<file path="config.mk">
export PLATFORM = sky130hd
export DESIGN_NAME = mstw_ctrl
export DESIGN_NICKNAME = d
export VERILOG_FILES = /design/src/sv/minimum_spanning_tree_weight_top_defines.svh /design/src/sv/mstw_pkg.sv /design/src/sv/mstw_ctrl.sv
export SDC_FILE = /design/constraint.sdc
export NUM_CORES = 1
export LEC_CHECK = 0
export CAP_MARGIN = 20
export CORE_AREA = 5 5 42 44
export CTS_CLUSTER_SIZE = 25
export DETAILED_ROUTE_END_ITERATION = 16
export DIE_AREA = 0 0 47 49
export DONT_BUFFER_PORTS = 1
export MAX_ROUTING_LAYER = met4
export PLACE_DENSITY = 0.36
export SETUP_SLACK_MARGIN = 0.4
export SYNTH_ARGS = -nofsm -noshare
export SYNTH_HDL_FRONTEND = slang
export SYNTH_SLANG_ARGS = --single-unit
</file>
<file path="constraint.sdc">
create_clock -name i_clk -period 1.8 [get_ports i_clk]
set_clock_uncertainty 0.05 [all_clocks]
set_input_delay 0.09 -clock i_clk [delete_from_list [all_inputs] [get_ports i_clk]]
set_output_delay 0.09 -clock i_clk [all_outputs]
set_load 0.02 [all_outputs]
</file>
<file path="src/sv/minimum_spanning_tree_weight_top_defines.svh">
// ----------------------------------------------------------------------------
// Assertion macros for the minimum spanning tree weight block
// Concurrent assertion helpers, compiled out when SYNTH is defined.
// ----------------------------------------------------------------------------
`ifndef MINIMUM_SPANNING_TREE_WEIGHT_TOP_DEFINES_SVH
`define MINIMUM_SPANNING_TREE_WEIGHT_TOP_DEFINES_SVH

`ifndef SYNTH

`define MSTW_ASSERT_IMP(lbl, clk, rstn, ante, cons, msg) \
    lbl: assert property (@(posedge clk) disable iff (!(rstn)) (ante) |-> (cons)) \
        else $error(msg);

`define MSTW_ASSERT_NXT(lbl, clk, rstn, ante, cons, msg) \
    lbl: assert property (@(posedge clk) disable iff (!(rstn)) (ante) |=> (cons)) \
        else $error(msg);

`else

`define MSTW_ASSERT_IMP(lbl, clk, rstn, ante, cons, msg)

`define MSTW_ASSERT_NXT(lbl, clk, rstn, ante, cons, msg)

`endif

`endif

</file>
<file path="src/sv/mstw_pkg.sv">
// ----------------------------------------------------------------------------
// mstw_pkg
// Shared types and constants of the minimum spanning tree weight block.
// ----------------------------------------------------------------------------
`default_nettype none

package mstw_pkg;

    localparam int MAX_VERTICES_DEF = 64;
    localparam int WEIGHT_BITS_DEF  = 16;

    localparam int END_BITS       = 7;
    localparam int CFG_BITS       = 7;
    localparam int IN_WEIGHT_BITS = 16;
    localparam int SUM_BITS       = 22;

    localparam logic [CFG_BITS-1:0] VC_RESET = 7'd64;

    typedef struct packed {
        logic [END_BITS-1:0]       end_a;
        logic [END_BITS-1:0]       end_b;
        logic [IN_WEIGHT_BITS-1:0] edge_weight;
        logic                      last;
    } t_in_word;

    typedef struct packed {
        logic [SUM_BITS-1:0] total_weight;
        logic                connected;
    } t_out_word;

    typedef enum logic [2:0] {
        S_CLEAR,
        S_IDLE,
        S_EDGE,
        S_INIT,
        S_PASS,
        S_DRAIN,
        S_PICK,
        S_DONE
    } t_state;

    typedef struct packed {
        logic load_edge;
        logic write_edge;
        logic start_build;
        logic init_step;
        logic pass_step;
        logic take_best;
        logic finish;
        logic finish_conn;
        logic load_out;
        logic clear_step;
    } t_cmd;

    typedef struct packed {
        logic edge_last;
        logic k_last;
        logic n_one;
        logic best_vld;
        logic tree_full;
        logic out_free;
        logic clr_last;
    } t_sts;

endpackage

`default_nettype wire

</file>
<file path="src/sv/mstw_ctrl.sv">
// ----------------------------------------------------------------------------
// mstw_ctrl
// Sequencer for edge loading, the tree passes, result hand-off and clearing.
// ----------------------------------------------------------------------------
`default_nettype none

module mstw_ctrl (
    input  wire logic          i_clk,
    input  wire logic          i_rst_n,
    input  wire logic          i_in_valid,
    input  wire mstw_pkg::t_sts i_sts,
    output mstw_pkg::t_cmd     o_cmd,
    output logic               o_in_stall
);

    mstw_pkg::t_state r_state;
    mstw_pkg::t_state n_state;

    always_ff @(posedge i_clk) begin
        if (!i_rst_n) begin
            r_state <= mstw_pkg::S_CLEAR;
        end else begin
            r_state <= n_state;
        end
    end

    always_comb begin
        n_state    = r_state;
        o_cmd      = '0;
        o_in_stall = 1'b1;
        unique case (r_state)
            mstw_pkg::S_CLEAR: begin
                o_cmd.clear_step = 1'b1;
                if (i_sts.clr_last) begin
                    n_state = mstw_pkg::S_IDLE;
                end
            end
            mstw_pkg::S_IDLE: begin
                o_in_stall = 1'b0;
                if (i_in_valid) begin
                    o_cmd.load_edge = 1'b1;
                    n_state         = mstw_pkg::S_EDGE;
                end
            end
            mstw_pkg::S_EDGE: begin
                o_cmd.write_edge = 1'b1;
                if (i_sts.edge_last) begin
                    o_cmd.start_build = 1'b1;
                    n_state           = mstw_pkg::S_INIT;
                end else begin
                    n_state = mstw_pkg::S_IDLE;
                end
            end
            mstw_pkg::S_INIT: begin
                o_cmd.init_step = 1'b1;
                if (i_sts.k_last) begin
                    if (i_sts.n_one) begin
                        o_cmd.finish      = 1'b1;
                        o_cmd.finish_conn = 1'b1;
                        n_state           = mstw_pkg::S_DONE;
                    end else begin
                        n_state = mstw_pkg::S_PASS;
                    end
                end
            end
            mstw_pkg::S_PASS: begin
                o_cmd.pass_step = 1'b1;
                if (i_sts.k_last) begin
                    n_state = mstw_pkg::S_DRAIN;
                end
            end
            mstw_pkg::S_DRAIN: begin
                n_state = mstw_pkg::S_PICK;
            end
            mstw_pkg::S_PICK: begin
                if (!i_sts.best_vld) begin
                    o_cmd.finish = 1'b1;
                    n_state      = mstw_pkg::S_DONE;
                end else begin
                    o_cmd.take_best = 1'b1;
                    if (i_sts.tree_full) begin
                        o_cmd.finish      = 1'b1;
                        o_cmd.finish_conn = 1'b1;
                        n_state           = mstw_pkg::S_DONE;
                    end else begin
                        n_state = mstw_pkg::S_PASS;
                    end
                end
            end
            mstw_pkg::S_DONE: begin
                if (i_sts.out_free) begin
                    o_cmd.load_out = 1'b1;
                    n_state        = mstw_pkg::S_CLEAR;
                end
            end
        endcase
    end

endmodule

`default_nettype wire

</file>
==> results of run 1 <==
[through the flow]
step	std cells	setup WS, ps	hold WS [ps]	cell area (sq um)	total power (W)
floorplan	45	342	171	339	0.000220
global placement	63	266	173	380	0.000251
detailed placement	63	204	176	380	0.000255
CTS	68	310	57.9	437	0.000395
global route	70	317	67.7	490	0.000443
finish	70	353	52.0	490	0.000417
[power by group through the flow]
| stage | Combinational, W | Clock (W) | Sequential, W |
|---|---|---|---|
| global placement | 0.000160 | 0 | 0.0000917 |
| finish | 0.000200 | 0.000124 | 0.0000933 |
| detailed placement | 0.000161 | 0 | 0.0000945 |
| floorplan | 0.000136 | 0 | 0.0000835 |
| global route | 0.000214 | 0.000135 | 0.0000945 |
| CTS | 0.000172 | 0.000127 | 0.0000958 |
[Yosys cell counts]
library cell	instances	area, sq um
sky130_fd_sc_hd__o311a_1	1	10.0
sky130_fd_sc_hd__and3b_1	1	8.76
sky130_fd_sc_hd__nor2_1	5	18.8
sky130_fd_sc_hd__o21ai_0	3	15.0
sky130_fd_sc_hd__mux4_2	1	22.5
sky130_fd_sc_hd__nand2b_1	2	12.5
sky130_fd_sc_hd__and4_1	1	8.76
sky130_fd_sc_hd__or3b_2	1	8.76
sky130_fd_sc_hd__o211ai_1	1	7.51
sky130_fd_sc_hd__nor2b_1	2	12.5
sky130_fd_sc_hd__nand3_1	3	15.0
sky130_fd_sc_hd__clkbuf_1	3	11.3
sky130_fd_sc_hd__mux2i_1	1	10.0
sky130_fd_sc_hd__a31oi_1	1	6.26
sky130_fd_sc_hd__nor3_1	1	5.00
sky130_fd_sc_hd__buf_6	1	11.3
sky130_fd_sc_hd__or2b_1	1	7.51
sky130_fd_sc_hd__dfxtp_1	3	60.1
sky130_fd_sc_hd__inv_1	1	3.75
sky130_fd_sc_hd__and2_1	2	12.5
sky130_fd_sc_hd__nor3b_1	2	15.0
sky130_fd_sc_hd__a21oi_1	3	15.0
sky130_fd_sc_hd__nand2_1	4	15.0
sky130_fd_sc_hd__o22ai_1	1	6.26
[repair_timing]
item                                    4_1_cts  5_1_grt
endpoints found under the setup margin        8        8
hold buffers                                  1        0
buffers inserted                              0        2
resized for setup                             6       13
hold endpoints to repair                      3        0
pin swaps                                     0        1
[final timing paths]
path                            slack, ps  cells after the start         end  startpoint
worst max-delay path                  350                      3  r_state[0]  r_state[1]
worst min-delay path                   50                      2  r_state[2]    i_sts[5]
worst max register to register        350                      3  r_state[0]  r_state[1]
worst min register to register        660                      3  r_state[2]  r_state[0]
[final cells by class]
type                            instances  area [sq um]  area share (%)
Sequential cell                         3          66.3            13.5
Inverter                                1          3.75           0.765
Tap cell                               16          20.0            4.08
Multi-Input combinational cell         37           289            58.9
Timing Repair Buffer                    9          85.1            17.3
Clock buffer                            4          26.3            5.36
[per-layer routing]
| layer | routed length (microns) | GRT usage, % | share of wire, % |
|---|---|---|---|
| met5 | 0 | - | 0 |
| met4 | 10 | 8.29 | 0.98 |
| met3 | 76 | 1.48 | 7.4 |
| met2 | 507 | 12.4 | 50 |
| met1 | 427 | 9.43 | 42 |
[cells by family after synthesis]
family | after synthesis | synth area share, %
buffers and inverters | 5 | 8.23
multiplexers | 2 | 10.2
AO/OA/AOI/OAI | 10 | 18.8
flip-flops | 3 | 18.8
AND/OR/NAND/NOR | 25 | 43.9
==> results.txt, run 1 <==
----------------------------------------------------
[Layout]
  Fill cells ... 168
  Share of layout cells above drive strength 1 ... 48.1%
  Final Net Count ... 65
  Largest regs ... r_state: 3 flops
  End-of-flow core utilization ... 35.0%
  Largest register FFs ... 3
  Number of diodes added for antenna fixing ... 0
  Synthesis-to-layout area growth ... 53.7%
  Leading cell types in the layout, fill and taps excluded ... sky130_fd_sc_hd__buf_6 (4), sky130_fd_sc_hd__buf_4 (4)
  Register with the most flip-flops ... r_state

[Hold path]
  Type of the worst min-delay path ... input pin to flip-flop

[Clock network]
  TritonCTS Sinks ... 3
  CTS max path bufs ... 2
  TritonCTS clock tree ... yes
  Total CTS buffers ... 3
  H-tree levels ... 1
  Worst-skew pair later-pin latency ... 240 ps
  Root buffer cell ... sky130_fd_sc_hd__clkbuf_4
  Clock-pin slew on the worst setup and hold paths ... 40 ps

[Synth]
  Area of the mapped netlist ... 319 sq um
  Post-Syn Instances ... 45
  Post-synthesis area per instance ... 7.09 sq um
  Register bit count reported by yosys ... 3
  Share of synthesized area occupied by flip-flops and latches ... 18.8%
  Post-Syn Nets ... 55
  Number of synthesis warnings ... 0
  Netlist cell types ... 24

[Routing]
  Via total after detailed routing ... 370
  Detailed-route vias per instance ... 5.29
  Detail Route Antenna Nets ... 0
  Pre-antenna DRT Iters ... 2
  Drt first-iter violations ... 6
  Total wirelength of the detailed-routed design ... 1020 microns
  Detailed-route wire length per cell ... 14.6 microns
  Number of DRC violations after detailed routing ... 0

[GRT]
  Global route overflow ... 0
  Number of antenna violations at the first check in global routing ... 0
  Vias in the first global route ... 372
  Largest net degree at the start of global routing ... 13
  Global-route wire length before repair ... 1410 microns
  Aggregate global-route resource usage ... 8.66%

[STA]
  Tcrit/Tclk final ... 80.4%
  Tightest slew margin relative to the limit ... 75.0%
  Number of slew-limit violations in the final report ... 0
  Fin Setup TNS ... 0 ps
  Minimum clock period after layout ... 1450 ps
  Transition time at the pin with the least slew margin ... 373 ps
  Number of endpoints with negative hold slack in the final report ... 0
  Upper clock frequency limit ... 691 MHz
  Setup repair after global routing missed its margin ... true
  Final setup viols ... 0

[Pwr]
  Part of the total power dissipated in sequential elements ... 22.4%
  Clk pwr share ... 29.7%
  Switching power share of the total ... 38.2%
  Power Dens Cells ... 850 nW/um^2
  LEAKAGE ... 0.188 nW
  Largest vdd supply drop ... 340 uV
  Internal power contribution ... 0.000258 W
  Relative contribution of combinational cells to total power ... 47.9%
  Total net switching power ... 0.000159 W

[Outcome]
  Result of the run ... finished, final reports clean

[Floorplan]
  Die width ... 47 microns
  Effective utilization at floorplan ... 22.8%
  Die outline area ... 2300 sq um
  Height of the die ... 49 microns
  Area of the core region ... 1400 sq um
  Number of primary I/O pins ... 21
  Number of core rows ... 14

[Worst setup path]
  Cell with the largest stage delay on the worst path ... sky130_fd_sc_hd__mux4_2
  Worst endpoint data arrival time ... 1510 ps
  Critical path required time ... 1870 ps
  Sort of element at the end of the critical path ... flip-flop
  Nature of the critical path startpoint ... flip-flop
  Critical path buffers and inverters ... 0
  Family with the most delay on the worst path ... multiplexers
  Worst stage delay on the critical path ... 500 ps
  Critical path start-end classification ... flip-flop to flip-flop
  Largest fanout on the critical path ... 6
  CP cell instances ... nor2b_1, mux4_2, o311a_1

[Placed design]
  GPL Wtd Cong ... 0.777
  Placed wire-length estimate after detailed placement ... 740 microns
  Count of buffers from port buffering ... 0

[Flow run]
  Number of violations of the max-capacitance limit ... 0

----------------------------------------------------
Note: power is estimated with default switching activity, not from simulation.
==> run 2, diff against run 1 <==
==> constraint.sdc (replaced) <==
create_clock -name i_clk -period 1.5 [get_ports i_clk]
set_clock_uncertainty 0.05 [all_clocks]
set_input_delay 0.075 -clock i_clk [delete_from_list [all_inputs] [get_ports i_clk]]
set_output_delay 0.075 -clock i_clk [all_outputs]
set_load 0.02 [all_outputs]
==> run 2 against run 1 <==
  * Wire length is 2.4% higher
  * Cell count is 1.4% higher
  * Sequential power is 17% higher
==> results.txt, run 2 (synthesis results as in run 1) <==
----------------------------------------------------
[Layout]
  Largest regs ... r_state: 3 flops
  Leading cell type in the layout, fill and taps excluded ... sky130_fd_sc_hd__buf_4
  Share of layout cells above drive strength 1 ... 56.4% (+8.2 points)
  End-of-flow core utilization ... 38.2% (+3.2 points)
  Largest register FFs ... 3 (unchanged)
  Register with the most flip-flops ... r_state
  Number of diodes added for antenna fixing ... 0 (unchanged)
  Post-layout instance area ... 536 sq um (+9.2%)
  Final Net Count ... 66 (+1.5%)
  Synthesis-to-layout area growth ... 67.8%

[Routing]
  Pre-antenna DRT Iters ... 4 (+2)
  Detail Route Antenna Nets ... 0 (unchanged)
  Detailed-route wire length per cell ... 14.7 microns (+1.0%)
  Via total after detailed routing ... 367 (-0.81%)
  Detailed-route vias per instance ... 5.17 (-2.2%)
  Number of DRC violations after detailed routing ... 0 (unchanged)
  Drt first-iter violations ... 6 (unchanged)
  Total wirelength of the detailed-routed design ... 1050 microns (+2.4%)

[STA]
  Setup repair after global routing missed its margin ... true
  Fin Setup TNS ... 0 ps (unchanged)
  Tightest slew margin relative to the limit ... 82.4% (+7.3 points)
  Number of endpoints with negative hold slack in the final report ... 0 (unchanged)
  Number of slew-limit violations in the final report ... 0 (unchanged)
  Tcrit/Tclk final ... 96.7% (+16 points)
  Upper clock frequency limit ... 689 MHz (-0.29%)
  Final setup viols ... 0 (unchanged)
  Minimum clock period after layout ... 1450 ps (+4.18 ps)
  Transition time at the pin with the least slew margin ... 263 ps (-110 ps)

[Outcome]
  Result of the run ... finished, final reports clean

[Worst setup path]
  Sort of element at the end of the critical path ... flip-flop
  Nature of the critical path startpoint ... flip-flop
  Critical path required time ... 1560 ps (-310 ps)
  Worst stage delay on the critical path ... 490 ps (about the same)
  Worst endpoint data arrival time ... 1510 ps (about the same)
  Family with the most delay on the worst path ... multiplexers
  Critical path start-end classification ... flip-flop to flip-flop
  CP cell instances ... nor2b_1, mux4_2, o311a_1
  Cell with the largest stage delay on the worst path ... sky130_fd_sc_hd__mux4_2
  Critical path buffers and inverters ... 0 (unchanged)
  Largest fanout on the critical path ... 7 (+1)

[Pwr]
  Largest vdd supply drop ... 545 uV (+60%)
  LEAKAGE ... 0.200 nW (+6.5%)
  Power Dens Cells ... 935 nW/um^2 (+9.9%)

[Clock network]
  Clock-pin slew on the worst setup and hold paths ... 40 ps (about the same)
  Worst-skew pair later-pin latency ... 230 ps (about the same)
  TritonCTS Sinks ... 3 (unchanged)
  TritonCTS clock tree ... yes
  H-tree levels ... 1 (unchanged)
  Total CTS buffers ... 3 (unchanged)
  CTS max path bufs ... 2 (unchanged)
  Root buffer cell ... sky130_fd_sc_hd__clkbuf_4

[GRT]
  Largest net degree at the start of global routing ... 14 (+1)
  Aggregate global-route resource usage ... 9.89% (+1.2 points)
  Global-route wire length before repair ... 1610 microns (+15%)
  Global route overflow ... 0 (unchanged)
  Vias in the first global route ... 373 (+0.27%)
  Number of antenna violations at the first check in global routing ... 0 (unchanged)

[Floorplan]
  Area of the core region ... 1400 sq um (unchanged)
  Die width ... 47 microns (unchanged)
  Height of the die ... 49 microns (unchanged)
  Die outline area ... 2300 sq um (unchanged)
  Number of core rows ... 14 (unchanged)
  Number of primary I/O pins ... 21 (unchanged)
  Effective utilization at floorplan ... 22.8% (unchanged)

[Placed design]
  Total cell area at the placement stage ... 403 sq um (+5.9%)
  Count of buffers from port buffering ... 0 (unchanged)
  Placed wire-length estimate after detailed placement ... 771 microns (+4.2%)
  GPL Wtd Cong ... 0.838 (+7.8%)

[Hold path]
  Type of the worst min-delay path ... input pin to flip-flop

[Flow run]
  Number of violations of the max-capacitance limit ... 0 (unchanged)

----------------------------------------------------
[run 2: metrics by stage]
step	instances	total power [W]	worst slack [ps]	hold WS (ps)
after floorplan	45	0.000275	42.3	156
after global placement	63	0.000305	76.5	158
after detailed placement	63	0.000310	4.58	180
after CTS	71	0.000506	54.0	31.0
after global routing	71	0.000534	2.75	94.7
final	71	0.000500	48.8	74.5
[run 2: where the power goes]
part | leakage, nW | switching, W | internal [W]
clock | 0.0150 | 0.0000399 | 0.0000996
combinational | 0.160 | 0.000133 | 0.000119
sequential | 0.0256 | 0.0000158 | 0.0000929
[run 2: what timing repair did]
item | CTS | global route
hold endpoints to repair | 3 | 0
resized for setup | 16 | 2
pin swaps | 1 | 0
hold buffers | 1 | 0
endpoints found under the setup margin | 13 | 14
buffers inserted | 3 | 0
[run 2: path summary, 6_finish.rpt]
kind / startpoint / end / slack (ps) / cells after the start
min reg2reg: r_state[2] / r_state[1] / 690 / 2
max: r_state[1] / r_state[0] / 50 / 3
max reg2reg: r_state[1] / r_state[0] / 50 / 3
min: i_sts[5] / r_state[2] / 70 / 2
[run 2: metal layers]
layer  share of wire, %  track usage (%)
met2                 56             15.8
met1                 34             10.1
met5                  0                -
met4                  0             7.37
met3                9.7             1.85
[run 2: area by class of cell]
| cell class | instances | area (sq um) |
|---|---|---|
| fill | 156 | 866 |
| multi-input combinational | 37 | 322 |
| timing repair buffer | 10 | 101 |
| sequential | 3 | 62.6 |
| clock buffer | 4 | 26.3 |
| tap | 16 | 20.0 |
| inverter | 1 | 3.75 |
==> run 3, diff against run 2 <==
--- a/config.mk
+++ b/config.mk
@@ -5,14 +5,14 @@
 export SDC_FILE = /design/constraint.sdc
 export NUM_CORES = 1
 export LEC_CHECK = 0
+export BUFFER_PORTS_ARGS = -buffer_cell sky130_fd_sc_hd__buf_2
 export CAP_MARGIN = 20
 export CORE_AREA = 5 5 42 44
 export CTS_CLUSTER_SIZE = 25
 export DETAILED_ROUTE_END_ITERATION = 16
 export DIE_AREA = 0 0 47 49
-export DONT_BUFFER_PORTS = 1
 export MAX_ROUTING_LAYER = met4
-export PLACE_DENSITY = 0.36
+export PLACE_DENSITY = 0.5
 export SETUP_SLACK_MARGIN = 0.4
 export SYNTH_ARGS = -nofsm -noshare
 export SYNTH_HDL_FRONTEND = slang
==> run 3 against run 2 <==
  * First-iteration DRC count did not move
  * Hold slack got worse by 38 ps
  * Cell count rose by 32%
  * Highest routed layer is now met4
  * Clock power rose by 9%
==> results.txt, run 3 (synthesis results as in run 1) <==
----------------------------------------------------
[Outcome]
  Result of the run ... finished, final reports clean

[Placed design]
  Count of buffers from port buffering ... 20 (+20)
  Total cell area at the placement stage ... 503 sq um (+25%)
  Post-Place Setup Slack ... 41.9 ps (+37.3 ps)
  GPL Wtd Cong ... 0.726 (-13%)
  Placed instance count ... 83 (+32%)
  Placed wire-length estimate after detailed placement ... 759 microns (-1.5%)

[Floorplan]
  Height of the die ... 49 microns (unchanged)
  Die outline area ... 2300 sq um (unchanged)
  Effective utilization at floorplan ... 22.8% (unchanged)
  Number of primary I/O pins ... 21 (unchanged)
  Die width ... 47 microns (unchanged)
  Number of core rows ... 14 (unchanged)
  Area of the core region ... 1400 sq um (unchanged)

[STA]
  Transition time at the pin with the least slew margin ... 276 ps (+12.9 ps)
  Tightest slew margin relative to the limit ... 81.5% (-0.84 points)
  Final setup viols ... 0 (unchanged)
  Upper clock frequency limit ... 694 MHz (+0.69%)
  Setup repair after global routing missed its margin ... true
  Tcrit/Tclk final ... 96.1% (-0.67 points)
  Number of endpoints with negative hold slack in the final report ... 0 (unchanged)
  Worst-case setup margin in the final layout ... 58.8 ps (+9.99 ps)
  Minimum clock period after layout ... 1440 ps (-9.99 ps)
  Fin Setup TNS ... 0 ps (unchanged)
  Number of slew-limit violations in the final report ... 0 (unchanged)

[Layout]
  Synthesis-to-layout area growth ... 115%
  Largest regs ... r_state: 3 flops
  Leading cell type in the layout, fill and taps excluded ... sky130_fd_sc_hd__buf_4
  Post-layout instance area ... 687 sq um (+28%)
  Final Net Count ... 89 (+35%)
  Post-route non-filler standard cell count ... 94 (+32%)
  Largest register FFs ... 3 (unchanged)
  Fill cells ... 141 (-9.6%)
  Number of diodes added for antenna fixing ... 0 (unchanged)
  Leading cell types in the layout, fill and taps excluded ... sky130_fd_sc_hd__buf_4 (13), sky130_fd_sc_hd__buf_6 (11), sky130_fd_sc_hd__buf_2 (9)
  Register with the most flip-flops ... r_state
  Share of layout cells above drive strength 1 ... 67.9% (+12 points)

[Routing]
  Number of DRC violations after detailed routing ... 0 (unchanged)
  Drt first-iter violations ... 6 (unchanged)
  Max layer used ... met4
  Sum of routed wire segments on met1 ... 488 microns (+36%)
  Detail Route Antenna Nets ... 0 (unchanged)
  Pre-antenna DRT Iters ... 4 (unchanged)
  Via total after detailed routing ... 455 (+24%)
  Metal3 WL ... 79 microns (-22%)
  Detailed-route wire length per cell ... 11.8 microns (-20%)
  Total wirelength of the detailed-routed design ... 1110 microns (+5.9%)
  Routed met2 length ... 518 microns (-11%)
  Detailed-route vias per instance ... 4.84 (-6.4%)

[Worst setup path]
  Family with the most delay on the worst path ... multiplexers
  Nature of the critical path startpoint ... flip-flop
  Cell with the largest stage delay on the worst path ... sky130_fd_sc_hd__mux4_2
  Critical path buffers and inverters ... 0 (unchanged)
  Critical path required time ... 1580 ps (+20 ps)
  CP cell instances ... nor2b_1, mux4_2, o311a_1
  Critical path start-end classification ... flip-flop to flip-flop
  Largest fanout on the critical path ... 6 (-1)
  Sort of element at the end of the critical path ... flip-flop
  Worst stage delay on the critical path ... 500 ps (about the same)
  Worst endpoint data arrival time ... 1520 ps (about the same)

[Flow run]
  Number of violations of the max-capacitance limit ... 0 (unchanged)

[Clock network]
  TritonCTS Sinks ... 3 (unchanged)
  Total CTS buffers ... 3 (unchanged)
  Clock-pin slew on the worst setup and hold paths ... 40 ps (about the same)
  Worst-skew pair later-pin latency ... 250 ps (+20 ps)
  TritonCTS clock tree ... yes
  CTS max path bufs ... 2 (unchanged)
  H-tree levels ... 1 (unchanged)
  Hold buffers post-CTS ... 0 (-1)
  Root buffer cell ... sky130_fd_sc_hd__clkbuf_4

[Pwr]
  LEAKAGE ... 0.311 nW (+55%)
  Relative contribution of combinational cells to total power ... 56.0% (+5.6 points)
  Overall power consumption ... 0.000608 W (+22%)
  Power Dens Cells ... 886 nW/um^2 (-5.2%)
  Clk pwr share ... 25.0% (-2.9 points)
  Part of the total power dissipated in sequential elements ... 19.0% (-2.7 points)
  Total net switching power ... 0.000221 W (+17%)
  Largest vdd supply drop ... 418 uV (-23%)
  Internal power contribution ... 0.000388 W (+25%)
  Switching power share of the total ... 36.2% (-1.5 points)

[GRT]
  Vias in the first global route ... 444 (+19%)
  Global route overflow ... 0 (unchanged)
  Number of antenna violations at the first check in global routing ... 0 (unchanged)
  Largest net degree at the start of global routing ... 11 (-3)
  Aggregate global-route resource usage ... 11.2% (+1.3 points)
  Global-route wire length before repair ... 1830 microns (+13%)

[Hold path]
  Type of the worst min-delay path ... input pin to flip-flop

----------------------------------------------------
## run 3: worst register-to-register path: stages, from the launching register on
cell                      delay, ps
sky130_fd_sc_hd__dfxtp_4        360
sky130_fd_sc_hd__nor2b_1        130
sky130_fd_sc_hd__mux4_2         500
sky130_fd_sc_hd__o311a_1        300
## run 3: power groups by stage
stage | sequential (W) | clock, W | combinational [W]
after global routing | 0.000119 | 0.000166 | 0.000368
after detailed placement | 0.000112 | 0 | 0.000234
after global placement | 0.000113 | 0 | 0.000236
after floorplan | 0.000100 | 0 | 0.000175
final | 0.000116 | 0.000152 | 0.000341
after CTS | 0.000114 | 0.000152 | 0.000328
## run 3: timing repair
action                                  in CTS  in global routing
resized for setup                           32                  2
endpoints found under the setup margin      13                 14
pin swaps                                    5                  1
endpoints found under the hold margin        0                  0
setup buffers                                6                  1
## run 3: through the flow
step	util, %	hold WS, ps
detailed placement	35.9	304
floorplan	-	156
global placement	35.9	300
global route	49.0	40.0
finish	49.0	36.1
CTS	48.0	41.2
## run 3: area by class of cell
cell class	instances	area [sq um]	share of cell area, %
clock buffer	4	26.3	3.83
inverter	1	3.75	0.546
multi-input combinational	37	302	43.9
timing repair buffer	33	267	38.8
sequential	3	68.8	10.0
tap	16	20.0	2.91
## run 3: path summary, 6_finish.rpt
path / from / end / slack (ps) / cells past startpoint
setup / recovery: r_state[1] / r_state[0] / 60 / 3
hold / removal: i_rst_n / r_state[0] / 40 / 2
setup reg to reg: r_state[1] / r_state[0] / 60 / 3
hold reg to reg: r_state[0] / r_state[0] / 700 / 3
## run 3: routing by layer
metal,up-vias,GRT usage [%]
met1,204,14.3
met3,5,2.21
li1,227,-
met5,-,-
met4,0,8.29
met2,19,14.9
